File: config.mk
export PLATFORM = sky130hd
export DESIGN_NAME = bitmap_id_allocator
export DESIGN_NICKNAME = d
export VERILOG_FILES = /design/src/bia_pkg.sv /design/src/bia_map_ram.sv /design/src/bia_ffz.sv /design/src/bitmap_id_allocator.sv
export SDC_FILE = /design/constraint.sdc
export NUM_CORES = 2
export LEC_CHECK = 0
export BUFFER_PORTS_ARGS = -buffer_cell sky130_fd_sc_hd__buf_2
export CAP_MARGIN = 20
export CORE_MARGIN = 10
export CORE_UTILIZATION = 50
export CTS_BUF_LIST = sky130_fd_sc_hd__clkbuf_16
export DETAILED_ROUTE_END_ITERATION = 7
export GPL_TIMING_DRIVEN = 0
export PLACE_DENSITY_LB_ADDON = 0.1
export SLEW_MARGIN = 0
export SYNTH_ARGS = -nofsm -noshare
export SYNTH_HDL_FRONTEND = slang
export SYNTH_SLANG_ARGS = --single-unit
File: constraint.sdc
create_clock -name clk_i -period 4.6 [get_ports clk_i]
set_input_delay 0.69 -clock clk_i [delete_from_list [all_inputs] [get_ports clk_i]]
set_output_delay 0.69 -clock clk_i [all_outputs]
set_load 0.03 [all_outputs]
File: src/bia_pkg.sv
// ----------------------------------------------------------------------------
// bia_pkg
// Shared types and codes of the bitmap ID allocator.
// ----------------------------------------------------------------------------
package bia_pkg;

  localparam int unsigned WordW = 32;
  localparam int unsigned BitIdxW = 5;
  localparam int unsigned IdW = 11;
  localparam int unsigned StatusW = 2;

  // request codes
  localparam logic REQ_ALLOC = 1'b0;
  localparam logic REQ_RELEASE = 1'b1;

  // result status codes
  localparam logic [StatusW-1:0] ST_DONE = 2'd0;
  localparam logic [StatusW-1:0] ST_FULL = 2'd1;
  localparam logic [StatusW-1:0] ST_RANGE = 2'd2;

  // lowest clear bit of one map word
  typedef struct packed {
    logic               found;
    logic [BitIdxW-1:0] idx;
  } ffz_res_t;

endpackage

File: src/bia_map_ram.sv
// ----------------------------------------------------------------------------
// bia_map_ram
// Used-ID bitmap storage: one write port, one read port, registered read.
// ----------------------------------------------------------------------------
module bia_map_ram
  import bia_pkg::*;
#(
  parameter int unsigned Depth = 32,
  parameter int unsigned AddrW = 5
) (
  input  logic             clk_i,
  input  logic             wr_en_i,
  input  logic [AddrW-1:0] wr_addr_i,
  input  logic [WordW-1:0] wr_data_i,
  input  logic             rd_en_i,
  input  logic [AddrW-1:0] rd_addr_i,
  output logic [WordW-1:0] rd_data_o
);

  logic [WordW-1:0] mem [Depth];
  logic [WordW-1:0] rd_data_q;

  always_ff @(posedge clk_i) begin
    if (wr_en_i) begin
      mem[wr_addr_i] <= wr_data_i;
    end
  end

  // read data holds while no read is issued
  always_ff @(posedge clk_i) begin
    if (rd_en_i) begin
      rd_data_q <= mem[rd_addr_i];
    end
  end

  assign rd_data_o = rd_data_q;

endmodule

File: src/bia_ffz.sv
// ----------------------------------------------------------------------------
// bia_ffz
// Find-first-zero: locates the lowest clear bit of a 32-bit map word.
// ----------------------------------------------------------------------------
module bia_ffz
  import bia_pkg::*;
(
  input  logic [WordW-1:0] word_i,
  output ffz_res_t         res_o
);

  always_comb begin
    res_o.found = 1'b0;
    res_o.idx   = '0;
    for (int i = WordW - 1; i >= 0; i--) begin
      if (!word_i[i]) begin
        res_o.found = 1'b1;
        res_o.idx   = BitIdxW'(i);
      end
    end
  end

endmodule

File: src/bitmap_id_allocator.sv
// ----------------------------------------------------------------------------
// bitmap_id_allocator
// First-free ID allocator over a bitmap of 32-bit words held in a RAM.
// ----------------------------------------------------------------------------
// Usage:
//   Input channel (in_valid_i/in_ready_o): req_type_i selects allocate (lowest
//   free ID) or release (release_id_i). Every request yields one result on the
//   output channel (out_valid_o/out_ready_i): granted_id_o and status_o
//   (done, no free ID, or release ID out of range).
//   One request is in flight at a time. A release, or an allocate that lands
//   in the word under the scan pointer, does one RAM read, then modify and
//   write back. An allocate reads one more word for each full word it steps
//   over; the scan pointer only moves forward on allocates and is pulled back
//   by releases, so an allocate usually steps over none.
//   After reset ID 1 is taken and all others are free. No clearing pass is
//   run: a high-water mark tells which words have been written, and words
//   above it read as their reset value. Requests are taken right after reset.
//   The result sits in an output register; when the receiver stalls, the
//   next request is still taken and its read issued, and it waits in the
//   write-back cycle until the output register frees up.
// ----------------------------------------------------------------------------
module bitmap_id_allocator
  import bia_pkg::*;
#(
  parameter int unsigned ID_COUNT = 1024
) (
  input  logic               clk_i,
  input  logic               rst_ni,
  input  logic               in_valid_i,
  output logic               in_ready_o,
  input  logic               req_type_i,
  input  logic [IdW-1:0]     release_id_i,
  output logic               out_valid_o,
  input  logic               out_ready_i,
  output logic [IdW-1:0]     granted_id_o,
  output logic [StatusW-1:0] status_o
);

  localparam int unsigned Words = (ID_COUNT + 31) / 32;
  localparam int unsigned AddrW = (Words > 1) ? $clog2(Words) : 1;
  localparam int unsigned PtrW = $clog2(Words + 1);
  localparam int unsigned LastBits = ID_COUNT - (Words - 1) * 32;
  // bits of the last word beyond ID_COUNT always look used
  localparam logic [WordW-1:0] PadMask = WordW'(~((33'd1 << LastBits) - 33'd1));
  localparam logic [PtrW-1:0] WordsP = PtrW'(Words);
  localparam logic [PtrW-1:0] LastP = PtrW'(Words - 1);

  typedef enum logic {
    S_IDLE,
    S_EXEC
  } state_e;

  typedef enum logic [1:0] {
    OP_ALLOC,
    OP_RELEASE,
    OP_FULL,
    OP_RANGE
  } op_e;

  state_e             state_q, state_d;
  op_e                op_q, op_d;
  logic [PtrW-1:0]    hint_q, hint_d;   // all words below are full
  logic [PtrW-1:0]    hw_q, hw_d;       // words below have been written
  logic [AddrW-1:0]   addr_q, addr_d;
  logic [BitIdxW-1:0] bit_q, bit_d;
  logic               out_valid_q, out_valid_d;
  logic [IdW-1:0]     granted_q, granted_d;
  logic [StatusW-1:0] status_q, status_d;

  logic               rd_en, wr_en;
  logic [AddrW-1:0]   rd_addr, wr_addr;
  logic [WordW-1:0]   rd_data, wr_data;

  logic [WordW-1:0]   alloc_base, alloc_word, rel_cur;
  logic [PtrW-1:0]    hint_inc, addr_p;
  ffz_res_t           ffz;
  logic [IdW-1:0]     rel_m1;
  logic [AddrW-1:0]   rel_addr;
  logic               rel_bad, out_free;
  logic [31:0]        alloc_id;

  bia_map_ram #(
    .Depth(Words),
    .AddrW(AddrW)
  ) u_ram (
    .clk_i    (clk_i),
    .wr_en_i  (wr_en),
    .wr_addr_i(wr_addr),
    .wr_data_i(wr_data),
    .rd_en_i  (rd_en),
    .rd_addr_i(rd_addr),
    .rd_data_o(rd_data)
  );

  bia_ffz u_ffz (
    .word_i(alloc_word),
    .res_o (ffz)
  );

  // word under the scan pointer, unwritten words read as reset value
  assign alloc_base = (hint_q < hw_q) ? rd_data : {{(WordW-1){1'b0}}, hint_q == '0};
  assign alloc_word = alloc_base | ((hint_q == LastP) ? PadMask : '0);
  assign hint_inc   = hint_q + 1'b1;
  assign alloc_id   = 32'({hint_q, ffz.idx}) + 32'd1;

  assign addr_p  = PtrW'(addr_q);
  assign rel_cur = (addr_p < hw_q) ? rd_data : {{(WordW-1){1'b0}}, addr_q == '0};

  assign rel_m1   = release_id_i - 1'b1;
  assign rel_addr = AddrW'(rel_m1[IdW-1:BitIdxW]);
  assign rel_bad  = (release_id_i == '0) || (32'(release_id_i) > ID_COUNT);

  assign out_free   = !out_valid_q || out_ready_i;
  assign in_ready_o = (state_q == S_IDLE);

  always_comb begin
    state_d     = state_q;
    op_d        = op_q;
    hint_d      = hint_q;
    hw_d        = hw_q;
    addr_d      = addr_q;
    bit_d       = bit_q;
    out_valid_d = out_valid_q && !out_ready_i;
    granted_d   = granted_q;
    status_d    = status_q;
    rd_en       = 1'b0;
    rd_addr     = hint_q[AddrW-1:0];
    wr_en       = 1'b0;
    wr_addr     = addr_q;
    wr_data     = rel_cur & ~(WordW'(1) << bit_q);

    case (state_q)
      S_IDLE: begin
        if (in_valid_i) begin
          state_d = S_EXEC;
          if (req_type_i == REQ_ALLOC) begin
            if (hint_q == WordsP) begin
              op_d = OP_FULL;
            end else begin
              op_d  = OP_ALLOC;
              rd_en = 1'b1;
            end
          end else if (rel_bad) begin
            op_d = OP_RANGE;
          end else begin
            op_d    = OP_RELEASE;
            rd_en   = 1'b1;
            rd_addr = rel_addr;
            addr_d  = rel_addr;
            bit_d   = rel_m1[BitIdxW-1:0];
          end
        end
      end
      S_EXEC: begin
        case (op_q)
          OP_ALLOC: begin
            if (!ffz.found) begin
              // word full: step the scan pointer and read the next word
              hint_d = hint_inc;
              if (hint_inc == WordsP) begin
                op_d = OP_FULL;
              end else begin
                rd_en   = 1'b1;
                rd_addr = hint_inc[AddrW-1:0];
              end
            end else if (out_free) begin
              wr_en   = 1'b1;
              wr_addr = hint_q[AddrW-1:0];
              wr_data = alloc_base | (WordW'(1) << ffz.idx);
              if (hint_q == hw_q) begin
                hw_d = hw_q + 1'b1;
              end
              out_valid_d = 1'b1;
              granted_d   = alloc_id[IdW-1:0];
              status_d    = ST_DONE;
              state_d     = S_IDLE;
            end
          end
          OP_RELEASE: begin
            if (out_free) begin
              // words above the mark are still all clear: nothing to write
              if (addr_p <= hw_q) begin
                wr_en = 1'b1;
              end
              if (addr_p == hw_q) begin
                hw_d = hw_q + 1'b1;
              end
              if (addr_p < hint_q) begin
                hint_d = addr_p;
              end
              out_valid_d = 1'b1;
              granted_d   = '0;
              status_d    = ST_DONE;
              state_d     = S_IDLE;
            end
          end
          OP_FULL: begin
            if (out_free) begin
              out_valid_d = 1'b1;
              granted_d   = '0;
              status_d    = ST_FULL;
              state_d     = S_IDLE;
            end
          end
          OP_RANGE: begin
            if (out_free) begin
              out_valid_d = 1'b1;
              granted_d   = '0;
              status_d    = ST_RANGE;
              state_d     = S_IDLE;
            end
          end
          default: begin
            state_d = S_IDLE;
          end
        endcase
      end
      default: begin
        state_d = S_IDLE;
      end
    endcase
  end

  always_ff @(posedge clk_i or negedge rst_ni) begin
    if (!rst_ni) begin
      state_q     <= S_IDLE;
      op_q        <= OP_ALLOC;
      hint_q      <= '0;
      hw_q        <= '0;
      addr_q      <= '0;
      bit_q       <= '0;
      out_valid_q <= 1'b0;
      granted_q   <= '0;
      status_q    <= ST_DONE;
    end else begin
      state_q     <= state_d;
      op_q        <= op_d;
      hint_q      <= hint_d;
      hw_q        <= hw_d;
      addr_q      <= addr_d;
      bit_q       <= bit_d;
      out_valid_q <= out_valid_d;
      granted_q   <= granted_d;
      status_q    <= status_d;
    end
  end

  assign out_valid_o  = out_valid_q;
  assign granted_id_o = granted_q;
  assign status_o     = status_q;

endmodule

# == Word-level counts from Yosys, hierarchy flattened ==
# Memories as Yosys holds them, arrays and structs flattened. A register that Yosys moved wholly into a read port is not among the register bits.
# Cells that the tools add are included.
# totals
mem_count,1
wordCells,165
in_bits,16
mem_bits_rw,1024
ff_bits,39
# mem_list
name,words,word_bits,read_ports,rd_ports_with_merged_regs,wr,line,source
u_ram.mem,32,32,1,1,1,bia_map_ram.sv:20,logic [WordW-1:0] mem [Depth];
# op_classes
n_mux,101
n_eq_ne,21
n_reduce_logical,17
n_addsub,4
n_bitwise,5
shifts,2
magnitude_cmp,5
# ops
operator,n
$mux 6,40
$mux 32,6
$shl 1x5->32 const A,2
$mux 5,10
$mux 11,3
$and 32x32->32,1
$not 32->32,1
$or 32x32->32,1
$pmux 6 s2,2
$mux 2,11
$ne 2x2->1 const B,11
$pmux 11 s2,1
$mux 1,20
$reduce_and 4->1,4
$add 6x1->6 const B,2
$eq 6x6->1 const B,2
$lt 5x6->1,2
$add 11x1->11 const B,1
$gt 11x11->1 const B,1
$logic_not 11->1,1
$pmux 1 s2,5
$pmux 5 s2,1
$sub 10x1->10 const B,1
$pmux 2 s4,1
19 further kinds,25

# == Longest topological paths before layout ==
# depth
ltp_word,40
depth_mapped,17
depth_no_buf,14

# == Cells and area by module ==
# A second synthesis with hierarchy kept.
# hier_totals
hier_cells,2905
hier_area_um2,45379.8
# by_module_without_submodules
mod,instances,area_each_um2,cells_each
bia_map_ram,1,40812.9,2260
bitmap_id_allocator,1,4184.0,577
bia_ffz,1,382.9,68

# == Worst setup path before layout ==
# Ideal clock, no wire load.
# synth_timing
kind,register -> register
start,register hint_q[0]
end,memory u_ram.mem[17][0] (enable)
period_less_slack_ns,4.650
required_time_ns,4.179
setup_ns,0.421
arrival_time_ns,4.229
path_slack_ns,-0.050
path_stages_with_launch,16
cell_sequence,dfrtp_1 clkbuf_1 inv_1 ha_1 nor2b_1 o21bai_1 and2_1 clkbuf_1 nand4_1 or2_1 and3_1 clkbuf_1 nor3_1 a21oi_1 or2_2 nor2_1
# synth_between
elab_chain_len,39
word_cells_on_any_way,44
cone_classes,1 x order compare; 42 x mux; 1 x reduce/logical
# synth_rtl
element,line,source
start: declaration,bitmap_id_allocator.sv:62,"logic [PtrW-1:0] hint_q, hint_d;"
start signal: assignment,bitmap_id_allocator.sv:238,hint_q <= hint_d;
$lt 6x6->1,bitmap_id_allocator.sv:101,"assign alloc_base = (hint_q < hw_q) ? rd_data : {{(WordW-1){1'b0}}, hint_q == '0};"
$mux 32,bitmap_id_allocator.sv:101,
$mux 6 (32 in a row),bia_ffz.sv:16,if (!word_i[i]) begin
$mux 1,bitmap_id_allocator.sv:157,if (!ffz.found) begin
$pmux 1 s2,bitmap_id_allocator.sv:155,case (op_q)
$mux 1,bitmap_id_allocator.sv:132,case (state_q)
$mux 1,bia_map_ram.sv:24,if (wr_en_i) begin
$mux 1 (not written as such),bia_map_ram.sv:25,mem[wr_addr_i] <= wr_data_i;
end: declaration,bia_map_ram.sv:20,
# Several ways; a longest one is shown, not always the timed one.

# == Worst setup path after layout ==
# layout_timing
start,register hint_q[1]
end,"register u_ram.rd_data_q[0], in the netlist u_ram.rd_data_o[0], read port of u_ram.mem (data pin)"
# layout_between
elab_chain_len,37
word_cells_on_any_way,52
cone_classes,1 x add/sub; 1 x order compare; 2 x eq/ne; 47 x mux; 1 x reduce/logical
# layout_rtl
element,line,source
$lt 6x6->1,bitmap_id_allocator.sv:101,
$mux 32,bitmap_id_allocator.sv:101,
$mux 6 (32 in a row),bia_ffz.sv:16,
$mux 5 or $mux 1 (tied branches),bitmap_id_allocator.sv:157,
$mux 5 or $mux 1 (tied branches),bitmap_id_allocator.sv:155,
$pmux 5 s2 or $pmux 1 s2 (tied branches),bitmap_id_allocator.sv:132,
end: declaration,bia_map_ram.sv:21,logic [WordW-1:0] rd_data_q;
# Several ways; a longest one is shown, not always the timed one.
# A chain may end at the register's enable or synchronous reset.

==> results.ini <==
[floorplan]
initial_core_util_pct = 50.3
die-area_sq_um = 103000
die_y_um = 321
die_x_um = 321
placeableCoreArea_sq_um = 89900
rows = 110
ios = 31

[timing]
slew_viol_final = 0
finalCritPeriodShare_pct = 101
relSlewSlack_pct = 27.4
worst_clock_skew_ns = 0.0377
rsz0062_at_grt = yes
fin_crit_ns = 4.65
whs_ns = 0.135
tightest_slew_ns = 1.09
fmax_mhz = 215
tns_ns = -0.0805
setup_viol = 2
report.final.hold_viol_count = 0
layout_setup_ws_ns = -0.0458

[final_layout]
n_fill_cell = 6966
layout_common_cells = edfxtp_1 (1,056), nand2_1 (846), and3_1 (254)
final_common_cell = edfxtp_1
fin_nets = 3739
layout-drive-gt1-share_pct = 16.5
final_util_pct = 59.9
area_growth_pct = 19.2

[clocking]
cts.htree.levels = 3
cts.clk_slew.worst_paths_ns = 0.06
clk_latency_ns = 0.71
cts_buffers = 110
cts_root_buf = clkbuf_16
cts.path.max_buffers = 3
clock-sinks = 1095
cts_tree = built

[worst_setup_path]
end_kind = flop
cp-endpoint = u_ram.rd_data_o[0]
cp-start-kind = flop
reg2reg_from = hint_q[1]
worstSetupPathType = flop to flop
critPathMaxStageDelay_ns = 0.48
crit_cells = 14
r2r_cells = 14
cp.required_ns = 5.09
crit_start = hint_q[1]
cp_top_family = simple AND/OR/NAND/NOR gates
r2r_slack_ns = -0.05
worst-path-buf-inv = 4
r2r_end = u_ram.rd_data_o[0]
cp_slowest_cell = nand4_1
critPathArrivalTime_ns = 5.14
crit_fanout = 10
worstPathCellList = buf_2 -> and3_1 -> nand4_1 -> a21oi_4 -> nand3b_4 -> a311o_1 -> buf_4 -> buf_6 -> buf_2 -> nand2_1 -> and3_1 -> o21ai_0 -> nand4_1 -> nor3_4

[placement]
gp_congestion = 0.921
hpwl_um = 102000
portBuffers = 30

[route]
num_vias = 30407
drc = 0
viasPerCell = 6.12
drt-initial-drc-count = 3775
final_antenna_net_count = 0
post_drt_wl_per_cell_um = 29.2
drt_wl_total_um = 145000
dr.pass1.iters = 6

[global_route]
antenna_found_initial = 3
grt_pass1_wl_um = 208000
grt_pass1_vias = 29117
grt_overflow = 0
grt_start_max_net_pins = 40
track_usage_pct = 28.0

[yosys]
ys_ff_latch = 1095
synth-compound-area-share_pct = 5.45
synth_xor_area_share_pct = 0.407
yosys.area_share.adder_pct = 0.664
synth_top_family_by_area = simple AND/OR/NAND/NOR gates
synth_ff_type = edfxtp_1
async_flop_share_pct = 3.56
ys_types = 75
yosysSeqAreaShare_pct = 72.3
synth_mux_area_share_pct = 3.05
synth_edf_count = 1056
avgSynthCellArea_sq_um = 13.2
synth_nets = 3464
yosys.area_share.simple_pct = 15.9
yosys_warnings = 0
synthCells = 3424
syn_area_sq_um = 45200

[outcome]
violations = negative setup slack
status = finished, violations left

[hold_path]
holdCritPathClass = primary input to async pin

[pwr]
vdd_drop_max_v = 0.000437
total_power_mw = 40.3
power_leakage_nw = 19.4
power_density_nw_per_um2 = 749

[flow_run]
cap_violations = 0

## stage by stage
stage	instances	worst slack, ns	instance area, sq um
CTS	4944	-0.0133	53400
global placement	4630	-4.67	46800
detailed placement	4698	-1.66	48900
floorplan	3424	-0.0500	45200
global route	4967	-0.227	53900
finish	4968	-0.0458	53900
## worst min-delay path by stage
stage | slack (ns) | endpoint | startpoint
CTS | 0.14 | out_valid_o | rst_ni
detailed placement | 0.47 | hw_q[4] | hw_q[4]
floorplan | 0.39 | addr_q[0] | rst_ni
finish | 0.14 | granted_id_o[0] | rst_ni
global route | 0.20 | granted_id_o[0] | rst_ni
global placement | 0.47 | hw_q[4] | hw_q[4]
## cells in the mapped netlist, types with 4 or more instances
cell / number / area (sq um)
or2_2: 8 / 50.1
o21ai_1: 6 / 30.0
mux4_2: 31 / 698
a22oi_1: 12 / 90.1
a21o_1: 4 / 30.0
and2_1: 4 / 25.0
inv_1: 32 / 120
nor2b_1: 6 / 37.5
ha_1: 24 / 300
o2111ai_1: 7 / 61.3
nand2b_1: 12 / 75.1
a21oi_1: 49 / 245
o311ai_0: 6 / 52.6
o211ai_1: 4 / 30.0
and3_1: 254 / 1590
o22ai_1: 33 / 206
nor4_1: 11 / 68.8
nand2_1: 851 / 3190
nor3_1: 55 / 275
xnor2_1: 18 / 158
o31ai_1: 5 / 37.5
nor3b_1: 5 / 37.5
a211oi_1: 36 / 270
buf_4: 5 / 37.5
a31oi_1: 18 / 113
nand3_1: 155 / 776
or3_1: 4 / 25.0
mux2i_1: 67 / 671
o21a_1: 5 / 37.5
o21ai_0: 194 / 971
nand4_1: 80 / 500
clkbuf_1: 96 / 360
dfrtp_1: 39 / 976
nor2_1: 75 / 282
edfxtp_1: 1056 / 31700
a221oi_1: 6 / 52.6
buf_2: 93 / 465
buf_1: 5 / 18.8
## routing by layer
layer	wire (um)	vias to the layer above	GRT usage [%]
li1	-	13300	-
met3	15100	255	6.33
met2	66600	1582	44.1
met4	6120	0	10.3
met1	57400	15270	37.9
met5	0	-	0
## state kept, by name, summed over array words and instances (netlist names)
signal and flops:
addr_q 5, bit_q 5, hint_q 6, status_o 2, op_q 2, u_ram.rd_data_o 32, hw_q 6, out_valid_o 1
u_ram.mem 1024, granted_id_o 11, state_q 1
## cell families after synthesis
kind of cell | count (synthesis)
XOR/XNOR | 21
flip-flops | 1095
AO/OA/AOI/OAI | 411
adder cells (fa/ha/maj) | 24
AND/OR/NAND/NOR | 1541
buffers and inverters | 233
multiplexers | 99
## worst register-to-register path: stages (launching register included)
cell	delay (ns)
dfrtp_1	0.42
buf_2	0.27
and3_1	0.33
nand4_1	0.26
a21oi_4	0.36
nand3b_4	0.29
a311o_1	0.29
buf_4	0.19
buf_6	0.19
buf_2	0.31
nand2_1	0.10
and3_1	0.19
o21ai_0	0.31
nand4_1	0.48
nor3_4	0.46
## repair_timing
item,CTS,global route
endpoints found under the setup margin,2086,966
gates resized for setup,126,103
pin swaps,52,29
hold buffers,0,0
buffers inserted,40,22
hold endpoints to repair,0,0
cloned,3,0
## power breakdown
group,internal (mW),switching (mW)
sequential,14.1,0.519
clock,4.76,3.76
combinational,5.01,12.2
## area by class of cell
cell class	count	area (sq um)	share of cell area [%]
clock buffers	111	2780	5.16
clock inverters	93	652	1.21
well taps	1176	1470	2.73
inverters	34	130	0.242
diodes	1	2.50	0.00464
plain buffers	198	1100	2.04
repair buffers	161	2540	4.72
flip-flops and latches	1095	32700	60.7
multi-input cells	2099	12500	23.2
Note: power is estimated with default switching activity, not from simulation.
